## config.mk

```make
export PLATFORM = sky130hd
export DESIGN_NAME = dbvl_popcnt
export DESIGN_NICKNAME = d
export VERILOG_FILES = /design/src/dbvl_popcnt.sv
export SDC_FILE = /design/constraint.sdc
export NUM_CORES = 1
export LEC_CHECK = 0
export BUFFER_PORTS_ARGS = -buffer_cell sky130_fd_sc_hd__buf_2
export CORE_MARGIN = 3
export CORE_UTILIZATION = 30
export DETAILED_ROUTE_END_ITERATION = 10
export GPL_TIMING_DRIVEN = 0
export HOLD_SLACK_MARGIN = 0.08
export SLEW_MARGIN = 20
export SYNTH_ARGS = -nofsm -noshare
export SYNTH_HDL_FRONTEND = slang
export SYNTH_SLANG_ARGS = --single-unit
export TNS_END_PERCENT = 5
```

## constraint.sdc

```tcl
create_clock -name clk -period 9.75 [get_ports clk]
set_input_delay 1.95 -clock clk [delete_from_list [all_inputs] [get_ports clk]]
set_output_delay 1.95 -clock clk [all_outputs]
set_load 0.005 [all_outputs]
```

## src/dbvl_popcnt.sv

```systemverilog
module dbvl_popcnt #(
	parameter int W = 64
) (
	input  logic                     clk,
	input  logic                     arst_n,
	input  logic                     go,
	input  logic [W-1:0]             word,
	input  logic [$clog2(W+1)-1:0]   n,
	output logic                     done,
	output logic [$clog2(W+1)-1:0]   cnt
);

	localparam int FW  = $clog2(W + 1);
	localparam int NCH = (W + 7) / 8;
	localparam int PW  = NCH * 8;
	localparam int LW  = $clog2(NCH + 1);

	logic [PW-1:0] sh_q;
	logic [FW-1:0] cnt_q;
	logic [LW-1:0] left_q;
	logic          run_q;
	logic          done_q;
	logic [W-1:0]  masked;
	logic [3:0]    pc8;

	// keep only the low n bits
	always_comb begin
		for (int k = 0; k < W; k++) begin
			masked[k] = word[k] & (k < int'(n));
		end
	end

	always_comb begin
		pc8 = '0;
		for (int k = 0; k < 8; k++) begin
			pc8 = pc8 + 4'(sh_q[k]);
		end
	end

	always_ff @(posedge clk or negedge arst_n) begin
		if (!arst_n) begin
			run_q  <= 1'b0;
			done_q <= 1'b0;
			left_q <= '0;
		end else begin
			done_q <= 1'b0;
			if (go) begin
				sh_q   <= PW'(masked);
				cnt_q  <= '0;
				left_q <= LW'(NCH);
				run_q  <= 1'b1;
			end else if (run_q) begin
				cnt_q  <= cnt_q + FW'(pc8);
				sh_q   <= sh_q >> 8;
				left_q <= left_q - LW'(1);
				if (left_q == LW'(1)) begin
					run_q  <= 1'b0;
					done_q <= 1'b1;
				end
			end
		end
	end

	assign done = done_q;
	assign cnt  = cnt_q;

endmodule

```

==> reports/metrics.yaml, run 1 <==
status: "complete, no violations"
cts.sink_count: 77
endpoint_kind: "flip-flop"
slowest_stage: "fa_1"
crit_family: "adder cells"
multi_input_area_sq_um: 1500
worstPathMaxFanout: 3
cpMostUsedCell: "fa_1"
timing.fmax_mhz: 291
relSlewSlack_pct: 55.6
placed_cells: 619
rows: 41
layoutNonFillerInstCount: 635
routabilityCongestion: 0.838
ctsRootBufferMaster: "clkbuf_16"
area_growth_syn_to_layout_pct: 23.6
drt_iter0_markers: 264
synth_cell_types: 44
die_h_microns: 122
leakage_nw: 2.04
wirelength_microns: 10600
grt_max_degree: 27
dp.final_hpwl_microns: 7890
fin_worst_skew_ns: 0.00421
max_stage_delay_ns: 0.55
yosys_register_bits: 77
cp.required_ns: 9.84
cts_resized: 0
fin_crit_sh_pct: 35.2
finalSetupViolCount: 0
gr-total-overflow: 0
worstPathCellList: "fa_1 > inv_1 > fa_1 > fa_1 > fa_1 > inv_1 > fa_1 > nand3_1 > a21oi_1 > xnor2_1 > nor2_1"
min_period_ns: 3.44
cts.path.max_buffers: 2
crit_type: "flip-flop to flip-flop"
die_w_microns: 122
dr.pass1.iters: 7
crit_path_start_kind: "flip-flop"
synthFlopType: "edfxtp_1"
drc: 0
holdBufCountCts: 0
cts_buffers: 9
fill_cells: 1271
fin_nets: 545
grt_usage_pct: 14.6
critPathArrivalTime_ns: 3.53
synth_edf_count: 71
clk_latency_ns: 0.34
path_buf_inv: 2
htreeDepth: 3
vias_per_cell: 4.99
fp.coreArea_sq_um: 12900
slew_violations: 0
seq_area_sq_um: 2280
cts_tree: "built"
final.setup.tns_ns: 0
postSynth.asyncResetShare_pct: 7.79
tightest_slew_ns: 0.666
hold_violations: 0
initial_core_util_pct: 31.4
dieArea_sq_um: 14900
post_cts_buffers: 0
drive_above_1_share_pct: 24.8
rsz0062_at_grt: "false"
diodes: 0
wl_per_cell_microns: 16.6
min_path_type: "flip-flop to flip-flop"
cap_violations: 0
synth_fp_nets: 452
syn_area_sq_um: 4050
antenna_found_initial: 1
syn_area_per_cell_sq_um: 11.1
ios: 82
vias: 3171
vdd_ir_drop_max_v: 0.0000797
power_density_nw_per_um2: 203
grt_pass1_wl_microns: 16400
grt_pass1_vias: 3176
clk_pin_slew_ns: 0.06
ys_seq_area_share_pct: 56.4
syn_inst: 365
ys_warn_count: 0
io_buffers: 80
final_antenna_net_count: 0
==> cell families after synthesis <==
kind of cell | count (synthesis) | share of synthesized area, %
AO/OA/AOI/OAI | 121 | 20.3
XOR/XNOR | 6 | 1.30
adder cells (fa/ha/maj) | 13 | 4.95
buffers and inverters | 64 | 6.74
flip-flops | 77 | 56.4
multiplexers | 3 | 0.773
AND/OR/NAND/NOR | 81 | 9.55
==> cell type report <==
cell class / count / area share (%)
buffer: 24 / 2.45
clock buffer: 15 / 5.56
clock inverter: 1 / 0.100
inverter: 40 / 3.00
multi-input combinational: 224 / 30.0
sequential: 77 / 45.6
tap: 172 / 4.30
timing repair buffer: 82 / 8.96
==> Yosys cell counts (2+ instances only) <==
cell / instances / area [sq um]
xnor2_1: 5 / 43.8
or3_1: 2 / 12.5
fa_1: 5 / 100
dfrtp_1: 6 / 150
edfxtp_1: 71 / 2130
o2111ai_1: 14 / 123
and3_1: 4 / 25.0
mux2i_1: 2 / 20.0
nand3b_1: 3 / 22.5
ha_1: 8 / 100
nand3_1: 4 / 20.0
a21oi_1: 21 / 105
nand2_1: 27 / 101
nor2b_1: 3 / 18.8
buf_6: 2 / 22.5
o2bb2ai_1: 24 / 210
o21ai_1: 6 / 30.0
or2_2: 2 / 12.5
o21ai_0: 34 / 170
nand2b_1: 6 / 37.5
a32o_1: 7 / 70.1
buf_2: 11 / 55.1
clkbuf_1: 9 / 33.8
inv_1: 39 / 146
nor2_1: 22 / 82.6
o211ai_1: 8 / 60.1
and2_1: 3 / 18.8
==> flip-flops by register name, indices dropped and copies added, names as in the netlist <==
register and cells:
cnt 7, done 1, left_q 4, run_q 1, sh_q 64
==> cells in the final DEF (no fill, tap or decap), types with 2 or more instances in the layout <==
| cell | instances |
|---|---|
| a21oi_1 | 21 |
| a32o_1 | 7 |
| and2_1 | 3 |
| and3_1 | 4 |
| buf_2 | 91 |
| buf_6 | 2 |
| clkbuf_1 | 12 |
| clkbuf_16 | 9 |
| clkbuf_8 | 3 |
| dfrtp_1 | 6 |
| edfxtp_1 | 71 |
| fa_1 | 5 |
| ha_1 | 8 |
| inv_1 | 39 |
| mux2i_1 | 2 |
| nand2_1 | 27 |
| nand2b_1 | 6 |
| nand3_1 | 4 |
| nand3b_1 | 3 |
| nor2_1 | 22 |
| nor2b_1 | 2 |
| o2111ai_1 | 14 |
| o211ai_1 | 8 |
| o21ai_0 | 34 |
| o21ai_1 | 6 |
| o2bb2ai_1 | 24 |
| or2_2 | 2 |
| or3_1 | 2 |
| xnor2_1 | 5 |
==> layer usage <==
layer	wire (microns)	track usage (%)
met1	4470	18.4
met2	4990	23.9
met3	944	5.66
met4	144	3.36
met5	13	0
==> metrics by stage <==
stage	setup slack [ns]	area (sq um)	total power [mW]	hold slack [ns]	util (%)
detailed placement	6.12	4720	0.701	0.508	36.6
floorplan	4.07	4050	0.620	0.489	-
global placement	2.67	4660	0.686	0.506	36.2
CTS	6.30	5000	1.02	0.525	38.8
finish	6.31	5000	1.01	0.521	38.8
global route	6.16	5000	1.07	0.540	38.8
==> report_power, final <==
group | leakage, nW | internal (mW) | total, mW | switching (mW)
Clock | 0.140 | 0.193 | 0.320 | 0.127
Sequential | 0.785 | 0.418 | 0.441 | 0.0224
Combinational | 1.11 | 0.115 | 0.253 | 0.138
Total | 2.04 | 0.727 | 1.01 | 0.287
==> path summary, 6_finish.rpt <==
kind / to / depth (start not counted) / slack [ns] / startpoint
min reg2reg: sh_q[31]$_DFFE_PP_ / 1 / 0.52 / sh_q[39]$_DFFE_PP_
max in group asynchronous: run_q$_DFF_PN0_ / 1 / 8.01 / arst_n
min in group asynchronous: left_q[0]$_DFFE_PN0N_ / 1 / 1.50 / arst_n
max: cnt[4]$_SDFFCE_PP0P_ / 11 / 6.31 / cnt[0]$_SDFFCE_PP0P_
min: sh_q[31]$_DFFE_PP_ / 1 / 0.52 / sh_q[39]$_DFFE_PP_
max reg2reg: cnt[4]$_SDFFCE_PP0P_ / 11 / 6.31 / cnt[0]$_SDFFCE_PP0P_
Power figures use the tool's default switching activity.
==> run 2: changes to the inputs <==
==> constraint.sdc (replaced) <==
create_clock -name clk -period 3.5 [get_ports clk]
set_input_delay 0.7 -clock clk [delete_from_list [all_inputs] [get_ports clk]]
set_output_delay 0.7 -clock clk [all_outputs]
set_load 0.005 [all_outputs]
==> run 2 against run 1 <==
Via count up 1.2%; power rose to 2.9 times the previous value; first-iteration DRC count fell by 7.6%; hold slack worse by 0.27 ns; critical endpoint unchanged; highest routed layer unchanged; register-to-register slack worse by 6.2 ns; clock skew grew 0.0013 ns; clock power rose to 3.2 times the previous value.
==> reports/metrics.yaml, run 2 (same netlist as run 1, synthesis figures left out) <==
status: "complete, no violations"
p_int_mw: 2.14  # +190%
slew_violations: 0  # unchanged
r2r_end: "cnt[4]$_SDFFCE_PP0P_"
drt_iter0_markers: 244  # -7.6%
layout_common_cells: "91 x buf_2, 71 x edfxtp_1, 38 x inv_1"
min_period_ns: 3.40  # -0.0333 ns
final_antenna_net_count: 0  # unchanged
vias: 3208  # +1.2%
p_comb_share_pct: 24.4  # -0.5 points
leakage_nw: 2.05  # +0.77%
layout_commonest_cell: "buf_2"
initial_core_util_pct: 31.4  # unchanged
swShare_pct: 28.1  # -0.25 points
dieArea_sq_um: 14900  # unchanged
dp.final_hpwl_microns: 7940  # +0.60%
grt_usage_pct: 14.8  # +0.17 points
drive_above_1_share_pct: 26.6  # +1.7 points
r2r_start: "cnt[0]$_SDFFCE_PP0P_"
htreeDepth: 3  # unchanged
die_h_microns: 122  # unchanged
grt_pass1_vias: 3162  # -0.44%
top_register: "sh_q"
utilization_pct: 39.3  # +0.43 points
fin_nets: 545  # unchanged
power_switching_mw: 0.833  # +190%
ios: 82  # unchanged
antenna_found_initial: 1  # unchanged
clk_latency_ns: 0.34  # about the same
post_cts_buffers: 0  # unchanged
cp.required_ns: 3.59  # -6.25 ns
cts_buffers: 9  # unchanged
tightest_slew_ns: 0.629  # -0.0371 ns
largest_reg_flops: 64  # unchanged
cap_violations: 0  # unchanged
crit_path_start_kind: "flip-flop"
power_density_nw_per_um2: 588  # +190%
gr-total-overflow: 0  # unchanged
power.share.sequential_pct: 41.3  # -2.2 points
dr.pass1.iters: 5  # -2
hold_violations: 0  # unchanged
vias_per_cell: 5.05  # +1.2%
crit_type: "flip-flop to flip-flop"
ctsRootBufferMaster: "clkbuf_16"
rrSetupSlack_ns: 0.1  # -6.22 ns
routabilityCongestion: 0.836  # -0.25%
min_path_type: "input pin to asynchronous set/reset pin"
fp.coreArea_sq_um: 12900  # unchanged
holdBufCountCts: 0  # unchanged
rows: 41  # unchanged
io_buffers: 80  # unchanged
endpoint_kind: "flip-flop"
critPathArrivalTime_ns: 3.49  # -0.04 ns
grt_max_degree: 28  # +3.7%
area_growth_syn_to_layout_pct: 24.9
cts_tree: "built"
timing.fmax_mhz: 294  # +0.98%
cts.path.max_buffers: 2  # unchanged
grt_pass1_wl_microns: 16600  # +1.3%
diodes: 0  # unchanged
wl_per_cell_microns: 16.9  # +1.8%
cts.sink_count: 77  # unchanged
clkPwrFrac_pct: 34.3  # +2.7 points
wirelength_microns: 10800  # +1.8%
worstPathMaxFanout: 3  # unchanged
clk_pin_slew_ns: 0.06  # about the same
fin_crit_sh_pct: 97.2  # +62 points
die_w_microns: 122  # unchanged
finalSetupViolCount: 0  # unchanged
fin_worst_skew_ns: 0.00550  # +0.00129 ns
vdd_ir_drop_max_v: 0.000239  # +200%
drc: 0  # unchanged
r2r_cells: 11  # unchanged
hold_ws_ns: 0.249  # -0.271 ns
relSlewSlack_pct: 58.0  # +2.4 points
## run 2: stage by stage
stage                     cells  setup TNS [ns]  setup WS, ns  cell area [sq um]  power [mW]
after detailed placement    619               0        0.0631               4720        1.95
after global routing        635         -0.0295       -0.0233               5050        3.13
after global placement      617          -35.65        -0.561               4660        1.91
after floorplan             365               0         0.247               4050        1.72
after CTS                   635               0        0.0210               5040        2.97
final                       635               0        0.0981               5050        2.97
## run 2: layout make-up
cell class | instances | area, sq um
fillers | 1246 | 7820
flip-flops and latches | 77 | 2280
multi-input cells | 224 | 1510
repair buffers | 82 | 448
clock buffers | 10 | 239
well taps | 172 | 215
inverters | 40 | 150
plain buffers | 24 | 123
clock inverters | 6 | 86.3
## run 2: what timing repair did
action / in CTS / in global routing
setup endpoints to repair: 0 / 2
endpoints found under the hold margin: 0 / 0
gates resized for setup: 0 / 5
## run 2: worst max-delay path, cell delays in order, from the launching register on
cell and delay (ns):
edfxtp_1 0.43, fa_1 0.56, inv_1 0.05, fa_1 0.49
fa_1 0.43, fa_2 0.38, inv_2 0.09, fa_2 0.22
nand3_1 0.14, a21oi_2 0.18, xnor2_1 0.13, nor2_1 0.05
## run 2: how the worst max path moves through the flow
stage | start | end | slack, ns | cells past startpoint
after floorplan | cnt[0]$_SDFFCE_PP0P_ | cnt[4]$_SDFFCE_PP0P_ | 0.25 | 11
after global placement | go | sh_q[60]$_SDFFCE_PN0P_ | -0.56 | 4
after detailed placement | cnt[0]$_SDFFCE_PP0P_ | cnt[4]$_SDFFCE_PP0P_ | 0.06 | 11
after CTS | cnt[0]$_SDFFCE_PP0P_ | cnt[6]$_SDFFCE_PP0P_ | 0.02 | 11
after global routing | cnt[0]$_SDFFCE_PP0P_ | cnt[4]$_SDFFCE_PP0P_ | -0.02 | 11
final | cnt[0]$_SDFFCE_PP0P_ | cnt[4]$_SDFFCE_PP0P_ | 0.1 | 11
## run 2: layer usage
layer  global-route usage [%]  vias to the layer above  wire length [microns]
li1                         -                     1534                      -
met1                     19.2                     1553                   4580
met2                     24.2                      108                   5180
met3                     4.78                       11                    882
met4                     3.36                        2                     97
met5                        0                        -                      9
## run 2: power groups by stage
stage / sequential, mW / clock (mW) / combinational, mW
6_report: 1.23 / 1.02 / 0.726
5_1_grt: 1.24 / 1.07 / 0.822
3_3_place_gp: 1.24 / 0 / 0.668
3_5_place_dp: 1.24 / 0 / 0.701
2_1_floorplan: 1.24 / 0 / 0.487
4_1_cts: 1.23 / 1.03 / 0.710
