`config.mk`:
```
export PLATFORM = sky130hd
export DESIGN_NAME = dbvl_ram
export DESIGN_NICKNAME = d
export VERILOG_FILES = /design/src/dbvl_ram.sv
export SDC_FILE = /design/constraint.sdc
export NUM_CORES = 1
export LEC_CHECK = 0
export ABC_CLOCK_PERIOD_IN_PS = 2000
export BUFFER_PORTS_ARGS = -buffer_cell sky130_fd_sc_hd__buf_2
export CORE_ASPECT_RATIO = 0.8
export CORE_MARGIN = 5
export CORE_UTILIZATION = 55
export DETAILED_ROUTE_END_ITERATION = 12
export PLACE_DENSITY = 0.82
export SLEW_MARGIN = 20
export SYNTH_ARGS = -nofsm -noshare
export SYNTH_HDL_FRONTEND = slang
export SYNTH_SLANG_ARGS = --single-unit
export TNS_END_PERCENT = 20
```
`constraint.sdc`:
```
create_clock -name clk -period 2 [get_ports clk]
set_input_delay 0.1 -clock clk [delete_from_list [all_inputs] [get_ports clk]]
set_output_delay 0.1 -clock clk [all_outputs]
set_load 0.01 [all_outputs]
```
`src/dbvl_ram.sv`:
```
module dbvl_ram #(
	parameter int WIDTH = 8,
	parameter int DEPTH = 16
) (
	input  logic                     clk,
	input  logic                     we,
	input  logic [$clog2(DEPTH)-1:0] waddr,
	input  logic [WIDTH-1:0]         wdata,
	input  logic [$clog2(DEPTH)-1:0] raddr,
	output logic [WIDTH-1:0]         rdata
);

	logic [WIDTH-1:0] mem [DEPTH];

	always_ff @(posedge clk) begin
		if (we) begin
			mem[waddr] <= wdata;
		end
		rdata <= mem[raddr];
	end

endmodule

```
==> flow_summary_export.csv, run 1 <==
group,metric,value,unit
cts,clkSinkCount,136,
logic_synthesis,synth-seq-area-share,0.7778,
setup_path,critPathKind,"register to register",
sta,tns,0,ns
floorplan,core,9115,um^2
cts,cts_tree,"built",
global_routing,gr-total-overflow,0,
logic_synthesis,synth_cells,229,
cts,cts_resized,0,
detailed_routing,drc,0,
detailed_routing,firstDrtPassIters,4,
setup_path,end_kind,"register",
detailed_routing,drt-total-wl,10230,um
logic_synthesis,syn_area,5147,um^2
logic_synthesis,syn_nets,247,
sta,relSlewSlack,0.5343,
setup_path,critPathSlowestCell,"mux4_2",
detailed_routing,wl_per_cell,24.96,um
power_and_ir_drop,max-vdd-ir-drop,0.0006098,V
global_routing,grt_pass1_wl,15720,um
detailed_routing,drt_iter0_drc,208,
setup_path,r2r-start,"mem[14][0]",
floorplan,io_pins,26,
setup_path,required,2.29,ns
cts,clk_pin_slew,0.06,ns
floorplan,dieArea,11410,um^2
sta,layout_min_cycle_time,1.333,ns
cts,cts_setup_buffers,0,
setup_path,critPathMaxFanout,1,
cts,numCtsBuffers,17,
logic_synthesis,synth_top_area_frac,0.7467,
cts,h-tree-depth,4,
cts,cts_hold_buf,0,
global_routing,track_usage,0.1943,
setup_path,slowest_delay,0.50,ns
setup_path,arrival,1.62,ns
floorplan,fp-row-count,31,
global_routing,grtUsageMet2,0.3160,
sta,rsz0062_at_grt,"false",
min_path,hold_path_class,"input port to register",
setup_path,rr_worst_depth,3,
setup_path,r2r_slack,0.67,ns
global_routing,use_met1,0.2572,
power_and_ir_drop,p_leak,2.087,nW
global_routing,grt.met3_usage,0.05122,
setup_path,crit_buf_inv,0,
layout,diodes,0,
flow_run,maxCapViolations,0,
logic_synthesis,synth.avg_cell_area,22.48,um^2
floorplan,fp.dieW,118.2,um
min_path,hold_end,"mem[7][5]",
sta,worst_pin_slew,0.6970,ns
logic_synthesis,ys_seq_elements,136,
sta,hold_viol,0,
logic_synthesis,yosys.area.top_type,"edfxtp_1",
sta,finClkSkew,0.01616,ns
place,io_buffers,25,
setup_path,r2r-end,"rdata[0]",
layout,fillers,550,
floorplan,start_util,0.5647,
place,place.gp.congestion,0.8169,
floorplan,die_y,96.53,um
global_routing,first_global_vias,2615,
logic_synthesis,yosysUniqueCellTypes,19,
sta,fmaxAchievable,750.0,MHz
detailed_routing,num_vias,2478,
min_path,hold_start,"wdata[5]",
logic_synthesis,synth.area.top_cells,"edfxtp_1 75%, mux4_2 7.9%, mux4_1 7.1%, dfxtp_1 3.1%, a22oi_1 2.3%",
global_routing,grt_max_degree,33,
cts,root_buffer,"clkbuf_16",
setup_path,crit_path_cell_trace,"mux4_2 > a22oi_1 > nand2_1",
logic_synthesis,synth.yosys.warnings,0,
power_and_ir_drop,power.density,1083,nW/um^2
global_routing,antenna_found_initial,0,
cts,cts_max_path_buffers,2,
cts,clock_latency,0.41,ns
global_routing,grt.busiest_layer,"met2",
sta,finalCritPeriodShare,0.6667,
layout,drive_above_1_share,0.3153,
place,place_hpwl,6167,um
sta,setup-violations-final,0,
layout,area_growth_syn_to_layout,18.23,%
layout,final_common_cell,"edfxtp_1",
setup_path,critical_path.top_delay_family,"multiplexers",
sta,maxSlewViolCount,0,
detailed_routing,vias_per_cell,6.044,
power_and_ir_drop,finalPower,0.006592,W
min_path,whs_path_depth,1,
setup_path,start_kind,"register",
layout,mostFrequentLayoutCells,"128 x edfxtp_1, 25 x buf_2, 18 x mux4_2",
run_status,status,"completed",
detailed_routing,ant_nets,0,
layout,fin_nets,300,
## metal layers
metal | vias to the layer above | share of wire
li1 | 1082 | -
met1 | 1282 | 0.41
met2 | 100 | 0.50
met3 | 14 | 0.077
met4 | 0 | 0.018
met5 | - | 0
## stage by stage
stage / utilization / instances / setup slack [ns] / hold slack, ns / cell area, um^2
finish: 0.6677 / 410 / 0.6667 / 0.07103 / 6086
global route: 0.6677 / 410 / 0.5984 / 0.08116 / 6086
CTS: 0.6677 / 410 / 0.6665 / 0.06903 / 6086
detailed placement: 0.6032 / 378 / 0.4669 / 0.4968 / 5498
global placement: 0.6032 / 378 / 0.4730 / 0.4945 / 5498
floorplan: - / 229 / 0.4071 / 0.1989 / 5147
## final cells by class
cell class / count / area [um^2] / area share
clock buffers: 19 / 432.9 / 0.07113
multi-input cells: 83 / 1057 / 0.1737
clock inverters: 13 / 155.1 / 0.02549
flip-flops and latches: 136 / 4004 / 0.6579
well taps: 115 / 143.9 / 0.02364
repair buffers: 44 / 292.8 / 0.04811
## worst max path at each step
stage                     cells after the start  startpoint   endpoint
after floorplan                               2    waddr[2]  mem[0][0]
after global placement                        5    raddr[0]   rdata[1]
after detailed placement                      5    raddr[0]   rdata[2]
after CTS                                     3   mem[1][1]   rdata[1]
after global routing                          3   mem[9][5]   rdata[5]
final                                         3  mem[14][0]   rdata[0]
## cells in the mapped netlist, drive strengths merged
library cell / number
edfxtp: 128
mux4: 32
a22oi: 16
nor2: 13
nand2: 9
dfxtp: 8
buf: 7
nor3: 4
clkdlybuf4s25: 3
nand2b: 2
nand3b: 2
and2: 1
and2b: 1
nand3: 1
nor2b: 1
or3b: 1
## sequential cells by signal, summed over array words and instances (netlist names)
name	flops
mem	128
rdata	8
## power by group
group          switching [W]  leakage, nW  internal [W]
Combinational       0.000173        0.581      0.000127
Sequential         0.0000214         1.22       0.00319
Clock                0.00113        0.282       0.00195
## kinds of logic (layout without fill, tap and decap cells)
kind of cell    after synthesis  in the layout  share of synthesized area
compound gates               16             16                    0.02334
buf+inv                      10             76                    0.01677
flops                       136            136                     0.7778
mux                          32             32                     0.1502
simple gates                 35             35                    0.03184
Power figures use the tool's default switching activity.
==> run 2, diff against run 1 <==
ABC_CLOCK_PERIOD_IN_PS = 1300   (was 2000)
clock period = 1.3 ns   (was 2 ns; I/O delays follow)
==> run 2 against run 1 <==
Power is 66% higher. Wire length up 2.8%. Register-to-register slack lost 0.66 ns. Design area up 2.8%. First-iteration DRC count grew 24%. Critical endpoint is now rdata[7]. Largest cell class unchanged. Highest routed layer unchanged.
==> flow_summary_export.csv, run 2 (same netlist as run 1, synthesis figures left out) <==
group,metric,value,unit
layout,area_growth_syn_to_layout,21.54,%
run_status,status,"completed",
layout,top_regs,"mem (128), rdata (8)",
power_and_ir_drop,p_leak,2.139,nW
detailed_routing,vias_per_cell,6.132,
setup_path,end_kind,"register",
setup_path,critPathSlowestCell,"mux4_2",
global_routing,grt_pass1_wl,15990,um
setup_path,critical_path.top_delay_family,"multiplexers",
min_path,hold_end,"mem[14][0]",
min_path,whs_path_depth,1,
cts,cts_setup_buffers,0,
sta,fmaxAchievable,774.8,MHz
place,place.gp.congestion,0.7617,
cts,cts_max_path_buffers,2,
layout,fin_area,6256,um^2
floorplan,dieArea,11410,um^2
layout,largest_reg_flops,128,
setup_path,r2r-end,"rdata[7]",
min_path,hold_path_class,"input port to register",
setup_path,crit_path_cell_trace,"mux4_2 > a22oi_1 > nand2_1",
detailed_routing,wl_per_cell,25.17,um
global_routing,track_usage,0.2005,
place,dpl-instance-area,5563,um^2
global_routing,grt_max_degree,23,
detailed_routing,ant_nets,0,
global_routing,gr-total-overflow,0,
power_and_ir_drop,max-vdd-ir-drop,0.001099,V
power_and_ir_drop,power.density,1746,nW/um^2
floorplan,core,9115,um^2
flow_run,maxCapViolations,0,
floorplan,die_y,96.53,um
setup_path,crit_buf_inv,0,
setup_path,slowest_delay,0.49,ns
detailed_routing,firstDrtPassIters,4,
setup_path,critPathKind,"register to register",
detailed_routing,num_vias,2563,
sta,rsz0062_at_grt,"true",
sta,relSlewSlack,0.4040,
cts,numCtsBuffers,17,
global_routing,first_global_vias,2741,
setup_path,r2r_slack,0.009,ns
cts,clock_latency,0.41,ns
setup_path,start_kind,"register",
setup_path,arrival,1.58,ns
layout,fin_nets,308,
cts,clkSinkCount,136,
power_and_ir_drop,finalPower,0.01092,W
global_routing,antenna_found_initial,0,
setup_path,required,1.59,ns
detailed_routing,drt-total-wl,10520,um
sta,setup-violations-final,0,
detailed_routing,drt_iter0_drc,257,
floorplan,start_util,0.5647,
sta,finClkSkew,0.01147,ns
setup_path,r2r-start,"mem[3][7]",
sta,maxSlewViolCount,0,
cts,root_buffer,"clkbuf_16",
sta,layout_min_cycle_time,1.291,ns
sta,hold_viol,0,
sta,worst_pin_slew,0.8922,ns
layout,mostFrequentLayoutCells,"128 x edfxtp_1, 28 x mux4_2, 25 x buf_2, 25 x buf_4, 17 x clkbuf_16",
detailed_routing,drc,0,
sta,fin_hold_ws,0.03323,ns
floorplan,io_pins,26,
floorplan,fp-row-count,31,
layout,top_register,"mem",
layout,drive_above_1_share,0.4026,
cts,cts_tree,"built",
cts,clk_pin_slew,0.06,ns
layout,post-route-util,0.6863,
place,io_buffers,25,
layout,final_common_cell,"edfxtp_1",
floorplan,fp.dieW,118.2,um
setup_path,rr_worst_depth,3,
cts,h-tree-depth,4,
setup_path,critPathMaxFanout,1,
sta,finalCritPeriodShare,0.9929,
layout,diodes,0,
place,place_hpwl,6270,um
min_path,hold_start,"wdata[0]",
[run 2: worst max path at each step]
stage	endpoint	slack, ns	depth (start not counted)	startpoint
floorplan	mem[3][0]	-0.03	2	waddr[2]
global placement	rdata[5]	-0.15	5	raddr[0]
detailed placement	rdata[5]	-0.17	5	raddr[0]
CTS	rdata[2]	0.003	3	mem[10][2]
global route	rdata[6]	-0.06	3	mem[3][6]
finish	rdata[7]	0.009	3	mem[3][7]
[run 2: metal layers]
metal,up-vias,wire [um],part of all wire,GRT usage
met5,-,0,0,0
met4,0,150,0.014,0.07927
met3,18,910,0.087,0.06636
met2,132,5084,0.48,0.3118
met1,1324,4374,0.42,0.2674
li1,1089,-,-,-
[run 2: metrics by stage]
stage	std cells	worst slack, ns	TNS, ns
after CTS	418	0.002776	0
final	418	0.009272	0
after floorplan	229	-0.03115	-0.8630
after detailed placement	386	-0.1692	-1.569
after global routing	418	-0.05735	-0.1654
after global placement	386	-0.1543	-0.9416
[run 2: timing repair]
item,CTS,global route
endpoints found under the setup margin,6,8
gates resized for setup,13,6
pin swaps,1,4
hold buffers,0,0
[run 2: power breakdown]
part | switching [W] | internal [W]
clock network | 0.00173 | 0.00375
registers | 0.0000338 | 0.00490
logic | 0.000284 | 0.000225
[run 2: area by class of cell]
type                    instances  area (um^2)
well taps                     115        143.9
repair buffers                 52        352.8
multi-input cells              83         1070
clock inverters                12        219.0
flip-flops and latches        136         4004
clock buffers                  20        466.7
fillers                       570         2859
==> run 3, diff against run 2 <==
CORE_MARGIN = 3   (was 5)
CTS_BUF_LIST = sky130_fd_sc_hd__clkbuf_16   (was not set)
==> run 3 against run 2 <==
Count of clock-buffer cells in the layout down 3. The flow now finishes with violations (setup timing). Highest routed layer unchanged. Clock skew down 0.0021 ns. Final cell count down 0.96%. Via count down 1.4%. First-iteration DRC count down 14%. Die area down 7.4%. Setup slack worse by 0.035 ns. Power down 12%. Flip-flop and latch count unchanged.
==> flow_summary_export.csv, run 3 (same netlist as run 1, synthesis figures left out) <==
group,metric,value,unit
power_and_ir_drop,max-vdd-ir-drop,0.001324,V
sta,hold_viol,0,
place,io_buffers,25,
global_routing,grt.busiest_layer,"met2",
place,place.gp.congestion,0.7389,
layout,fin_nets,308,
cts,numCtsBuffers,17,
floorplan,dieArea,10560,um^2
global_routing,gr-total-overflow,0,
setup_path,rr_worst_depth,3,
sta,relSlewSlack,0.4782,
layout,largest_reg_flops,128,
sta,rsz0062_at_grt,"true",
global_routing,first_global_vias,2664,
cts,clk_pin_slew,0.06,ns
flow_run,maxCapViolations,0,
cts,clock_latency,0.41,ns
setup_path,critPathMaxFanout,1,
global_routing,use_met1,0.2929,
setup_path,start_kind,"register",
detailed_routing,vias_per_cell,6.104,
cts,cts_max_path_buffers,2,
floorplan,core,8783,um^2
cts,root_buffer,"clkbuf_16",
setup_path,end_kind,"register",
sta,layout_setup_ws,-0.02611,ns
power_and_ir_drop,finalPower,0.009608,W
layout,diodes,0,
sta,fmaxAchievable,754.1,MHz
floorplan,start_util,0.5860,
run_status,status,"complete, but fails checks",
cts,clkSinkCount,136,
floorplan,die_y,92.53,um
power_and_ir_drop,p_leak,2.078,nW
sta,setup-violations-final,1,
layout,final_common_cell,"edfxtp_1",
power_and_ir_drop,power.density,1578,nW/um^2
place,place_hpwl,6303,um
layout,post-route-util,0.6932,
layout,fillers,554,
detailed_routing,drt_iter0_drc,221,
floorplan,io_pins,26,
layout,mostFrequentLayoutCells,"128 x edfxtp_1, 25 x mux4_2, 25 x buf_2, 25 x buf_4, 17 x clkbuf_16",
global_routing,grt_max_degree,18,
cts,h-tree-depth,4,
setup_path,required,1.59,ns
setup_path,critPathKind,"register to register",
global_routing,track_usage,0.2063,
global_routing,grt.met3_usage,0.08491,
floorplan,fp.dieW,114.2,um
layout,area_growth_syn_to_layout,18.28,%
layout,top_regs,"mem (128), rdata (8)",
cts,cts_hold_buf,0,
detailed_routing,drt-total-wl,9763,um
place,dp_cells,383,
global_routing,grtUsageMet2,0.2992,
run_status,violations,"setup timing",
detailed_routing,drc,0,
layout,drive_above_1_share,0.3675,
detailed_routing,ant_nets,0,
detailed_routing,firstDrtPassIters,4,
sta,layout_min_cycle_time,1.326,ns
sta,worst_pin_slew,0.7811,ns
global_routing,grt_pass1_wl,15260,um
min_path,hold_path_class,"input port to register",
sta,finClkSkew,0.009332,ns
layout,top_register,"mem",
sta,maxSlewViolCount,0,
detailed_routing,wl_per_cell,23.58,um
detailed_routing,num_vias,2527,
sta,finalCritPeriodShare,1.020,
floorplan,fp-row-count,30,
layout,final_cells,414,
cts,cts_setup_buffers,0,
setup_path,arrival,1.62,ns
cts,cts_tree,"built",
global_routing,antenna_found_initial,0,
min_path,whs_path_depth,1,
run 3: final cells by class:
type / instances / area [um^2] / share of cell area
timing repair buffer: 52 / 352.8 / 0.05795
clock inverter: 14 / 95.09 / 0.01562
sequential: 136 / 4004 / 0.6576
tap: 112 / 140.1 / 0.02302
multi-input combinational: 83 / 1071 / 0.1759
clock buffer: 17 / 425.4 / 0.06987
run 3: per-layer routing:
| metal | part of all wire | routed length, um | up-vias |
|---|---|---|---|
| met1 | 0.43 | 4211 | 1329 |
| li1 | - | - | 1088 |
| met2 | 0.49 | 4755 | 101 |
| met4 | 0.0080 | 78 | 0 |
| met5 | 0 | 0 | - |
| met3 | 0.074 | 718 | 9 |
run 3: final timing paths:
kind	start	slack, ns	to
worst max-delay path	mem[10][6]	-0.03	rdata[6]
worst min-delay path	wdata[4]	0.04	mem[1][4]
worst min register to register	mem[6][6]	0.68	rdata[6]
worst max register to register	mem[10][6]	-0.03	rdata[6]
run 3: per-stage QoR:
step | TNS [ns] | area (um^2) | setup WS (ns) | hold slack (ns)
after floorplan | -0.8630 | 5152 | -0.03115 | 0.1639
after CTS | -0.04703 | 6100 | -0.02076 | 0.02080
after global routing | -0.1416 | 6088 | -0.07853 | 0.03084
final | -0.02611 | 6088 | -0.02611 | 0.03577
after detailed placement | -2.119 | 5559 | -0.2152 | 0.4532
after global placement | -1.181 | 5559 | -0.1583 | 0.4448
run 3: critical path: stages (launching register included):
cell and delay, ns:
edfxtp_1 0.40, mux4_2 0.50, a22oi_2 0.24, nand2_1 0.07
run 3: report_power, final:
part / internal (W) / switching [W]
clock network: 0.00255 / 0.00162
logic: 0.000222 / 0.000270
registers: 0.00491 / 0.0000348
total: 0.00768 / 0.00193
run 3: repair_timing:
item,CTS,global route
resized for setup,4,10
pin swaps,0,4
endpoints found under the setup margin,4,8
